File: src/hw/rtl/rclf_pkg.sv
// Package with the shared types, register indexes and reset values of the link failsafe monitor.
`timescale 1ns / 1ps

package rclf_pkg;

    localparam int CFG_INDEX_W = 3;
    localparam int CFG_DATA_W  = 14;
    localparam int S_TDATA_W   = 40;
    localparam int M_TDATA_W   = 8;

    localparam logic [CFG_INDEX_W-1:0] CFG_SHORT_LOSS    = 3'd0;
    localparam logic [CFG_INDEX_W-1:0] CFG_LONG_LOSS     = 3'd1;
    localparam logic [CFG_INDEX_W-1:0] CFG_ARMED_RECOV   = 3'd2;
    localparam logic [CFG_INDEX_W-1:0] CFG_DISARM_RECOV  = 3'd3;
    localparam logic [CFG_INDEX_W-1:0] CFG_STICK_LIMIT   = 3'd4;
    localparam logic [CFG_INDEX_W-1:0] CFG_STICK_CENTRE  = 3'd5;
    localparam logic [CFG_INDEX_W-1:0] CFG_GOOD_BEEP     = 3'd6;
    localparam logic [CFG_INDEX_W-1:0] CFG_ALARM_BEEP    = 3'd7;

    localparam logic [9:0]  RST_SHORT_LOSS   = 10'd12;
    localparam logic [9:0]  RST_LONG_LOSS    = 10'd50;
    localparam logic [9:0]  RST_ARMED_RECOV  = 10'd250;
    localparam logic [9:0]  RST_DISARM_RECOV = 10'd100;
    localparam logic [13:0] RST_STICK_LIMIT  = 14'd50;
    localparam logic [11:0] RST_STICK_CENTRE = 12'd1500;
    localparam logic [7:0]  RST_GOOD_BEEP    = 8'd100;
    localparam logic [7:0]  RST_ALARM_BEEP   = 8'd150;

    localparam logic [15:0] LOSS_MAX = 16'hFFFF;

    typedef struct packed {
        logic [9:0]  short_loss_ticks;
        logic [9:0]  long_loss_ticks;
        logic [9:0]  armed_recover_ticks;
        logic [9:0]  disarmed_recover_ticks;
        logic [13:0] stick_motion_limit;
        logic [11:0] stick_centre;
        logic [7:0]  good_beep_ticks;
        logic [7:0]  alarm_beep_ticks;
    } cfg_t;

    // Declared from the highest bit down so that the cast matches the tdata packing.
    typedef struct packed {
        logic        gyro_calibrating;
        logic        rth_switch_on;
        logic [11:0] yaw_pulse;
        logic [11:0] pitch_pulse;
        logic [11:0] roll_pulse;
        logic        armed;
        logic        frame_received;
    } item_t;

    typedef struct packed {
        logic beep_alarm;
        logic beep_link_good;
        logic release_rth;
        logic recovered;
        logic force_safe_controls;
        logic failsafe_active;
        logic immediate_failsafe;
    } result_t;

endpackage

File: src/hw/rtl/rclf_cfg_regs.sv
// Configuration register file of the link failsafe monitor.
`timescale 1ns / 1ps

module rclf_cfg_regs
    import rclf_pkg::*;
(
    input  logic                   aclk,
    input  logic                   aresetn,
    input  logic                   cfg_wr_en,
    input  logic [CFG_INDEX_W-1:0] cfg_index,
    input  logic [CFG_DATA_W-1:0]  cfg_wdata,
    output cfg_t                   cfg
);

    cfg_t cfg_reg;
    cfg_t cfg_next;

    always_comb begin
        cfg_next = cfg_reg;
        if (cfg_wr_en) begin
            case (cfg_index)
                CFG_SHORT_LOSS:   cfg_next.short_loss_ticks       = cfg_wdata[9:0];
                CFG_LONG_LOSS:    cfg_next.long_loss_ticks        = cfg_wdata[9:0];
                CFG_ARMED_RECOV:  cfg_next.armed_recover_ticks    = cfg_wdata[9:0];
                CFG_DISARM_RECOV: cfg_next.disarmed_recover_ticks = cfg_wdata[9:0];
                CFG_STICK_LIMIT:  cfg_next.stick_motion_limit     = cfg_wdata[13:0];
                CFG_STICK_CENTRE: cfg_next.stick_centre           = cfg_wdata[11:0];
                CFG_GOOD_BEEP:    cfg_next.good_beep_ticks        = cfg_wdata[7:0];
                CFG_ALARM_BEEP:   cfg_next.alarm_beep_ticks       = cfg_wdata[7:0];
                default:          cfg_next = cfg_reg;
            endcase
        end
    end

    always_ff @(posedge aclk) begin
        if (!aresetn) begin
            cfg_reg.short_loss_ticks       <= RST_SHORT_LOSS;
            cfg_reg.long_loss_ticks        <= RST_LONG_LOSS;
            cfg_reg.armed_recover_ticks    <= RST_ARMED_RECOV;
            cfg_reg.disarmed_recover_ticks <= RST_DISARM_RECOV;
            cfg_reg.stick_motion_limit     <= RST_STICK_LIMIT;
            cfg_reg.stick_centre           <= RST_STICK_CENTRE;
            cfg_reg.good_beep_ticks        <= RST_GOOD_BEEP;
            cfg_reg.alarm_beep_ticks       <= RST_ALARM_BEEP;
        end else begin
            cfg_reg <= cfg_next;
        end
    end

    assign cfg = cfg_reg;

endmodule

File: src/hw/rtl/rclf_tick_engine.sv
// Per-tick failsafe state and the logic that advances it for one beat.
`timescale 1ns / 1ps

module rclf_tick_engine
    import rclf_pkg::*;
(
    input  logic    aclk,
    input  logic    aresetn,
    input  logic    step_en,
    input  item_t   item,
    input  cfg_t    cfg,
    output result_t result
);

    logic [15:0] loss_count_reg, loss_count_next;
    logic        fast_flag_reg, fast_flag_next;
    logic        event_flag_reg, event_flag_next;
    logic [9:0]  good_tick_count_reg, good_tick_count_next;
    logic        good_beep_pending_reg, good_beep_pending_next;
    logic        disarmed_done_reg, disarmed_done_next;
    logic [7:0]  beep_tick_count_reg, beep_tick_count_next;

    logic [15:0] loss_now;
    logic [11:0] dev_roll, dev_pitch, dev_yaw;
    logic [13:0] motion;
    logic        run_reached;
    logic        do_reset;

    always_comb begin
        dev_roll  = (item.roll_pulse >= cfg.stick_centre) ? item.roll_pulse - cfg.stick_centre
                                                          : cfg.stick_centre - item.roll_pulse;
        dev_pitch = (item.pitch_pulse >= cfg.stick_centre) ? item.pitch_pulse - cfg.stick_centre
                                                           : cfg.stick_centre - item.pitch_pulse;
        dev_yaw   = (item.yaw_pulse >= cfg.stick_centre) ? item.yaw_pulse - cfg.stick_centre
                                                         : cfg.stick_centre - item.yaw_pulse;
        motion    = {2'b00, dev_roll} + {2'b00, dev_pitch} + {2'b00, dev_yaw};
    end

    always_comb begin
        fast_flag_next         = fast_flag_reg;
        event_flag_next        = event_flag_reg;
        good_tick_count_next   = good_tick_count_reg;
        good_beep_pending_next = good_beep_pending_reg;
        disarmed_done_next     = disarmed_done_reg;
        beep_tick_count_next   = beep_tick_count_reg;
        result                 = '0;
        run_reached            = 1'b0;
        do_reset               = 1'b0;

        loss_now = item.frame_received ? 16'd0 : loss_count_reg;

        if (loss_now > {6'd0, cfg.short_loss_ticks}) begin
            fast_flag_next = 1'b1;
        end

        if (loss_now > {6'd0, cfg.long_loss_ticks}) begin
            event_flag_next            = 1'b1;
            result.force_safe_controls = 1'b1;
        end else if (event_flag_reg) begin
            if (item.armed) begin
                run_reached = good_tick_count_reg >= cfg.armed_recover_ticks;
                if (!run_reached) begin
                    good_tick_count_next = good_tick_count_reg + 10'd1;
                end
                do_reset = run_reached && (motion >= cfg.stick_motion_limit);
            end else if (!disarmed_done_reg) begin
                run_reached = good_tick_count_reg >= cfg.disarmed_recover_ticks;
                if (!run_reached) begin
                    good_tick_count_next = good_tick_count_reg + 10'd1;
                end
                do_reset = run_reached;
            end
            if (do_reset) begin
                fast_flag_next         = 1'b0;
                event_flag_next        = 1'b0;
                result.recovered       = 1'b1;
                result.release_rth     = !item.rth_switch_on;
                good_tick_count_next   = 10'd0;
                beep_tick_count_next   = 8'd0;
                good_beep_pending_next = 1'b1;
            end
            // Every tick of a held event clears the done mark; nothing in the engine sets it.
            disarmed_done_next = 1'b0;
        end

        loss_count_next = (loss_now < LOSS_MAX) ? loss_now + 16'd1 : loss_now;

        if (good_tick_count_next == 10'd0 && !event_flag_next && good_beep_pending_next) begin
            if (beep_tick_count_next >= cfg.good_beep_ticks) begin
                result.beep_link_good  = 1'b1;
                beep_tick_count_next   = 8'd0;
                good_beep_pending_next = 1'b0;
            end else begin
                beep_tick_count_next = beep_tick_count_next + 8'd1;
            end
        end

        if (event_flag_next && !item.gyro_calibrating) begin
            if (beep_tick_count_next >= cfg.alarm_beep_ticks) begin
                result.beep_alarm = 1'b1;
            end else begin
                beep_tick_count_next = beep_tick_count_next + 8'd1;
            end
        end

        result.immediate_failsafe = fast_flag_next;
        result.failsafe_active    = event_flag_next;
    end

    always_ff @(posedge aclk) begin
        if (!aresetn) begin
            loss_count_reg        <= 16'd0;
            fast_flag_reg         <= 1'b0;
            event_flag_reg        <= 1'b0;
            good_tick_count_reg   <= 10'd0;
            good_beep_pending_reg <= 1'b0;
            disarmed_done_reg     <= 1'b0;
            beep_tick_count_reg   <= 8'd0;
        end else if (step_en) begin
            loss_count_reg        <= loss_count_next;
            fast_flag_reg         <= fast_flag_next;
            event_flag_reg        <= event_flag_next;
            good_tick_count_reg   <= good_tick_count_next;
            good_beep_pending_reg <= good_beep_pending_next;
            disarmed_done_reg     <= disarmed_done_next;
            beep_tick_count_reg   <= beep_tick_count_next;
        end
    end

endmodule

File: src/hw/rtl/rc_link_failsafe_monitor.sv
// Top level of the radio-link failsafe monitor: beat registers, configuration and tick engine.
//
//  channel   direction  beat contents
//  s_axis    in         one control-loop tick: link, arm and stick state
//  m_axis    out        one result per tick: failsafe flags and beeps
//  cfg       in         register write, index and data, no read-back
//
// A tick beat is taken into an input register, worked combinationally and held
// in an output register, so one beat can be accepted in every cycle unless the
// output is stalled with the input register full.
// A stalled output holds its beat; the input register keeps taking a beat
// whenever it is empty or moves on in the same cycle.
// Reset is synchronous and clears the beat valids, the failsafe state and the
// configuration registers to their defaults.
`timescale 1ns / 1ps

module rc_link_failsafe_monitor
    import rclf_pkg::*;
(
    input  logic                   aclk,
    input  logic                   aresetn,
    input  logic                   s_tvalid,
    output logic                   s_tready,
    // frame_received, armed, roll_pulse, pitch_pulse, yaw_pulse, rth_switch_on,
    // gyro_calibrating
    input  logic [S_TDATA_W-1:0]   s_tdata,
    output logic                   m_tvalid,
    input  logic                   m_tready,
    // immediate_failsafe, failsafe_active, force_safe_controls, recovered,
    // release_rth, beep_link_good, beep_alarm, one zero pad bit
    output logic [M_TDATA_W-1:0]   m_tdata,
    input  logic                   cfg_wr_en,
    input  logic [CFG_INDEX_W-1:0] cfg_index,
    input  logic [CFG_DATA_W-1:0]  cfg_wdata
);

    cfg_t    cfg;
    item_t   item_reg;
    logic    in_valid_reg;
    logic    out_valid_reg;
    result_t result;
    result_t result_reg;
    logic    step_en;

    assign step_en  = in_valid_reg && (!out_valid_reg || m_tready);
    assign s_tready = !in_valid_reg || step_en;

    rclf_cfg_regs u_cfg_regs (
        .aclk      (aclk),
        .aresetn   (aresetn),
        .cfg_wr_en (cfg_wr_en),
        .cfg_index (cfg_index),
        .cfg_wdata (cfg_wdata),
        .cfg       (cfg)
    );

    rclf_tick_engine u_tick_engine (
        .aclk    (aclk),
        .aresetn (aresetn),
        .step_en (step_en),
        .item    (item_reg),
        .cfg     (cfg),
        .result  (result)
    );

    always_ff @(posedge aclk) begin
        if (!aresetn) begin
            in_valid_reg  <= 1'b0;
            out_valid_reg <= 1'b0;
        end else begin
            if (s_tready) begin
                in_valid_reg <= s_tvalid;
            end
            if (step_en) begin
                out_valid_reg <= 1'b1;
            end else if (m_tready) begin
                out_valid_reg <= 1'b0;
            end
        end
    end

    always_ff @(posedge aclk) begin
        if (s_tready && s_tvalid) begin
            item_reg <= item_t'(s_tdata);
        end
        if (step_en) begin
            result_reg <= result;
        end
    end

    assign m_tvalid = out_valid_reg;
    assign m_tdata  = {1'b0, result_reg};

endmodule

File: config.mk
export PLATFORM = sky130hd
export DESIGN_NAME = rc_link_failsafe_monitor
export DESIGN_NICKNAME = d
export VERILOG_FILES = /design/src/hw/rtl/rclf_pkg.sv /design/src/hw/rtl/rclf_cfg_regs.sv /design/src/hw/rtl/rclf_tick_engine.sv /design/src/hw/rtl/rc_link_failsafe_monitor.sv
export SDC_FILE = /design/constraint.sdc
export NUM_CORES = 1
export LEC_CHECK = 0
export BUFFER_PORTS_ARGS = -buffer_cell sky130_fd_sc_hd__buf_2
export CAP_MARGIN = 30
export CORE_MARGIN = 2
export CORE_UTILIZATION = 38
export CTS_BUF_LIST = sky130_fd_sc_hd__clkbuf_4 sky130_fd_sc_hd__clkbuf_8
export DETAILED_ROUTE_END_ITERATION = 8
export GPL_TIMING_DRIVEN = 0
export PLACE_DENSITY = 0.61
export SLEW_MARGIN = 20
export SYNTH_ARGS = -nofsm -noshare
export SYNTH_HDL_FRONTEND = slang
export SYNTH_HIERARCHICAL = 1
export SYNTH_SLANG_ARGS = --single-unit
File: constraint.sdc
create_clock -name aclk -period 14.35 [get_ports aclk]
set_input_delay 2.1525 -clock aclk [delete_from_list [all_inputs] [get_ports aclk]]
set_output_delay 2.1525 -clock aclk [all_outputs]
set_load 0.05 [all_outputs]
# [Word level (Yosys, flattened, before mapping)]
# Index checks and enable logic that the tools add are counted.
[word_totals] ff_bits=168 latchBits=0 ram_bits=0 mem_bits_ro=0 input_bits=62 output_inout_bits=10 wordCells=127 memories=0
[classes] add_sub_neg=12 multipliers=0 n_div=0 order_cmp=11 eq_ne=7 shifts=0 muxes=39 bitwise_logic=2 reduce_logical=26
[op_table] op="subtractor 12 bit" count=6
[op_table] op="2-to-1 mux 10 bit" count=6
[op_table] op="2-to-1 mux 8 bit" count=7
[op_table] op=">= comparator 12 bit" count=3
[op_table] op="2-to-1 mux 12 bit" count=3
[op_table] op="greater-than comparator 16 x 10 -> 1 bit" count=2
[op_table] op="2-to-1 mux 16 bit" count=2
[op_table] op="2-to-1 mux 1 bit" count=21
[op_table] op=">= comparator 10 bit" count=2
[op_table] op="adder 16 x 1 -> 16 bit (second input constant)" count=1
[op_table] op="adder 8 x 1 -> 8 bit (second input constant)" count=2
[op_table] op=">= comparator 8 bit" count=2
[op_table] op="< comparator 16 bit (second input constant)" count=1
[op_table] op="AND reduction 2 bit" count=8
[op_table] op="adder 14 x 12 -> 14 bit" count=1
[op_table] op=">= comparator 14 bit" count=1
[op_table] op="adder 12 x 12 -> 13 bit" count=1
[op_table] op="equality test 3 bit (second input constant)" count=4
[op_table] op="adder 10 x 1 -> 10 bit (second input constant)" count=1
[op_table] op="zero test 10 bit" count=1
[op_table] op="equality test 3 x 2 -> 1 bit (second input constant)" count=2
[op_table] op="logical AND 1 bit" count=6
[op_table] op="zero test 1 bit" count=5
[op_table] op="equality test 3 x 1 -> 1 bit (second input constant)" count=1
[op_table] op="6 further kinds" count=8

# [Depth between registers and ports, before layout]
[depth] ltp_word=19 mapped_depth=59 depth_no_buf=57

# [Modules after synthesis]
# Netlist, hierarchy kept.
[by_module_without_submodules] module="rclf_tick_engine" n_inst=1 cells_per_inst=1056 area_each_um2=7910.1
[by_module_without_submodules] module="rclf_cfg_regs" n_inst=1 cells_per_inst=305 area_each_um2=3200.6
[by_module_without_submodules] module="rc_link_failsafe_monitor" n_inst=1 cells_per_inst=58 area_each_um2=1526.5

# [Worst setup path before layout]
# OpenSTA, ideal clock, no wires.
[synth_path] path_kind="flip-flop to flip-flop" from="reg u_cfg_regs.cfg_reg, in the netlist u_cfg_regs/cfg[17]" to="reg u_tick_engine.beep_tick_count_reg[6]" arrival_time_ns=10.958 required_ns=14.228 path_slack_ns=3.270 stages_incl_launch_ff=56 path_buffers=3 cell_sequence="dfxtp_1 > inv_1 > fa_1 > a21o_1 > a21o_1 > a21o_1 > a21o_1 > a21oi_1 > o21bai_1 > o221ai_1 > o21a_1 > clkbuf_1 > clkbuf_1 > mux2_2 > fa_1 > ha_1 > inv_1 > fa_1 > [... 20 more ...] > a21oi_1 > o21ai_0 > o22ai_1 > inv_1 > nor4_1 > nor2_1 > ha_1 > nand2b_1 > a21o_1 > a21o_1 > a21o_1 > a21o_1 > a21oi_1 > o211a_1 > nand2_1 > a21oi_1 > nand3_1 > a221o_1"
[synth_between] elab_chain_cells=19 word_cells_on_any_way=44
[synth_rtl] element="start: declaration" line_no="rclf_cfg_regs.sv:15" source="cfg_t cfg_reg;"
[synth_rtl] element="start signal: assignment" line_no="rclf_cfg_regs.sv:46" source="cfg_reg <= cfg_next;"
[synth_rtl] element="subtractor 12 bit, or another cell as far along" line_no="rclf_tick_engine.sv:31" source=": cfg.stick_centre - item.roll_pulse;"
[synth_rtl] element="2-to-1 mux 12 bit, on equally long branches" line_no="rclf_tick_engine.sv:30, rclf_tick_engine.sv:32"
[synth_rtl] element="adder 12 x 12 -> 13 bit" line_no="rclf_tick_engine.sv:36" source="motion = {2'b00, dev_roll} + {2'b00, dev_pitch} + {2'b00, dev_yaw};"
[synth_rtl] element="adder 14 x 12 -> 14 bit *" line_no="rclf_tick_engine.sv:36"
[synth_rtl] element=">= comparator 14 bit *" line_no="rclf_tick_engine.sv:65" source="do_reset = run_reached && (motion >= cfg.stick_motion_limit);"
[synth_rtl] element="logical AND 1 bit *" line_no="rclf_tick_engine.sv:65"
[synth_rtl] element="2-to-1 mux 1 bit *" line_no="rclf_tick_engine.sv:60" source="if (item.armed) begin"
[synth_rtl] element="2-to-1 mux 1 bit *" line_no="rclf_tick_engine.sv:59" source="end else if (event_flag_reg) begin"
[synth_rtl] element="2-to-1 mux 1 bit *" line_no="rclf_tick_engine.sv:56" source="if (loss_now > {6'd0, cfg.long_loss_ticks}) begin"
[synth_rtl] element="branches (longest 9 deep; another with adder 8 x 1 -> 8 bit)"
[synth_rtl] element="2-to-1 mux 8 bit *" line_no="rclf_tick_engine.sv:98" source="if (event_flag_next && !item.gyro_calibrating) begin"
[synth_rtl] element="end signal: assignment" line_no="rclf_tick_engine.sv:126" source="beep_tick_count_reg <= beep_tick_count_next;"
[synth_rtl] element="end: declaration" line_no="rclf_tick_engine.sv:21" source="logic [7:0] beep_tick_count_reg, beep_tick_count_next;"
# Mark *: on every way between the ends. The select of a mux whose other input is x is not followed.
# A chain may end at the register's enable or synchronous reset.

# [Final worst setup path]
# Ends and elaborated chain as after synthesis.

==> results_dict.tcl <==
set metrics [dict create \
    numCtsBuffers 17 \
    power.leakage_nw 6.64 \
    clk_pin_slew_ps 110 \
    period_share_pct 90.8 \
    tns_ps 0 \
    p_int_w 0.000887 \
    clock_path_buffers 2 \
    max_freq_ghz 0.0768 \
    synthFlopType "dfxtp_1" \
    die_area_um2 34700 \
    p_per_area_nw_per_um2 99.3 \
    rsz0062_at_grt "no" \
    drive_gt1_share_pct 10.4 \
    yosysWarnings 6 \
    grt_pass1_wl_um 52200 \
    core_um2 32600 \
    initial_utilization_pct 38.7 \
    io_buffers 70 \
    hold_path_class "flip-flop to flip-flop" \
    slew_headroom_pct 43.5 \
    p_sw_share_pct 36.4 \
    first_pass_iters 5 \
    p_comb_share_pct 36.8 \
    overflow 0 \
    syn_avg_cell_area_um2 8.91 \
    cp_slowest_cell "dfxtp_1" \
    ff2ff_setup_slack_ps 1320 \
    grt_max_degree 26 \
    post_cts_buffers 0 \
    async_reset_ff_share_pct 0 \
    cp_data_required_time_ps 14730 \
    p_clk_share_pct 26.4 \
    synth_area_um2 12600 \
    criticalPathCategory "flip-flop to flip-flop" \
    power_frac_seq_pct 36.7 \
    synthCells 1419 \
    cts_resized 0 \
    nets 1746 \
    postLayoutCellArea_um2 14000 \
    power.net_switching_w 0.000507 \
    drv_cap 0 \
    grt_pass1_vias 10000 \
    worstSetupEndpointType "flip-flop" \
    ant_nets 0 \
    worst_ir_drop_vdd_uv 72.3 \
    areaGrowthSynthToFinish_pct 11.1 \
    viasPerCell 5.09 \
    hold_violations 0 \
    io_pins 72 \
    startpoint_type "flip-flop" \
    cts-hold-fix-buffers 0 \
    min_period_ps 13030 \
    largest_register_ffs 82 \
    root_buffer "clkbuf_8" \
    drc_errors 0 \
    ys_seq_area_share_pct 30.3 \
    worstMarginPinSlew_ps 835 \
    track_usage_pct 18.8 \
    place_inst 1934 \
    stdcell_count 1967 \
    die_x_um 186 \
    gp_congestion 0.937 \
    worst-path-max-fanout 10 \
    clock_latency_ps 480 \
    finalSetupViolations 0 \
    final_common_cell "inv_1" \
    dpl_cell_area_um2 13600 \
    rows 66 \
    yosysUniqueCellTypes 82 \
    cts.sinks 168 \
    syn_nets 1654 \
    htree_levels 4 \
    routed_wl_um 32300 \
    finalClockSkew_ps 23.2 \
    layout_common_cells "172 x inv_1, 154 x ha_1, 126 x nand2_1" \
    first_iter_violations 527 \
    cts_tree "built" \
    ys_ff_latch 168 \
    status "finished, final reports clean" \
    post-dp-hpwl_um 25700 \
    vias 10000 \
    drv_slew 0 \
    antenna_found_initial 1 \
    synth_edf_count 47 \
    cp.arrival_ps 13410 \
    die_h_um 186 \
    crit_top_cell "a21o_1" \
    max_stage_delay_ps 640 \
    wl_per_cell_um 16.4 \
]
[logic make-up (layout without fill, tap and decap cells)]
family,Yosys count,in the layout,share of synthesized area [%]
and+or+nand+nor,402,402,16.6
AOI/OAI and AO/OA,287,287,15.2
buffers and inverters,224,329,6.97
adders and majority gates,173,173,18.3
DFF,168,168,30.3
muxes,111,111,8.84
xor gates and xnor gates,53,53,3.67
other,1,2,0.0297
[synthesized netlist by cell type (all sizes together) (4+ instances only)]
cell type	count	area share (%)
nor2	71	2.2
a221oi	4	0.42
nand4	24	1.2
o211ai	6	0.36
o21ai	40	1.6
dfxtp	121	19
xor2	16	1.1
fa	19	3.0
nand2	126	3.7
o221ai	4	0.28
a211oi	13	0.81
a31oi	5	0.25
nand2b	18	0.91
o31ai	8	0.48
a21o	51	3.0
or3	6	0.30
clkbuf	33	0.98
a211o	5	0.43
a21boi	6	0.36
ha	154	15
mux2i	106	8.4
and2	14	0.71
nor3	16	0.72
o21bai	14	0.83
nand3b	8	0.57
inv	172	5.1
a21oi	89	3.6
nand3	27	1.1
o22ai	4	0.20
xnor2	37	2.6
and3	8	0.44
edfxtp	47	11
nor2b	59	3.0
mux2	5	0.45
buf	19	0.88
a31o	4	0.28
o21a	12	0.77
[area by class of cell]
type                       instances  area, um2
fill                            3277      18600
multi-input combinational       1027       7940
sequential                       168       3830
inverter                         172        646
tap                              442        553
timing repair buffer              73        413
buffer                            52        238
clock buffer                      17        234
clock inverter                    15        184
antenna                            1       2.50
[path summary, 6_finish.rpt]
check	end	start	cells after the start
worst max-delay path	u_tick_engine/beep_tick_count_reg[6]	u_cfg_regs/cfg[17]	56
worst min-delay path	u_cfg_regs/cfg[34]	u_cfg_regs/cfg[34]	2
worst max register to register	u_tick_engine/beep_tick_count_reg[6]	u_cfg_regs/cfg[17]	56
worst min register to register	u_cfg_regs/cfg[34]	u_cfg_regs/cfg[34]	2
[stage by stage]
| stage | hold WS [ps] | util, % | setup WS [ps] | total power [W] |
|---|---|---|---|---|
| after floorplan | 425 | - | 3270 | 0.000902 |
| after global placement | 444 | 41.5 | 794 | 0.00101 |
| after detailed placement | 448 | 41.7 | 697 | 0.00102 |
| after CTS | 464 | 43.0 | 654 | 0.00140 |
| after global routing | 483 | 43.1 | 45.6 | 0.00151 |
| final | 461 | 43.1 | 1320 | 0.00139 |
[worst max-delay path, delay by kind of cell (launching register included)]
kind,cells,cell delay [ps]
AO/OA/AOI/OAI,31,6220
adder cells (fa/ha/maj),7,2460
AND/OR/NAND/NOR,11,1730
buffers and inverters,6,1450
flip-flops,1,640
multiplexers,1,400
[power groups by stage]
stage	logic, W	clock network, W	registers, W
detailed placement	0.000502	0	0.000523
global route	0.000591	0.000400	0.000514
global placement	0.000489	0	0.000524
floorplan	0.000380	0	0.000522
finish	0.000514	0.000369	0.000512
CTS	0.000508	0.000380	0.000512
[per-layer routing]
layer	vias up	track usage, %	wire [um]	part of all wire (%)
li1	5115	-	-	-
met1	4710	23.9	15000	46
met2	161	33.4	15900	49
met3	26	2.67	936	2.9
met4	0	4.77	523	1.6
met5	-	0	0	0
No activity file was read; power rests on OpenSTA's default activity.
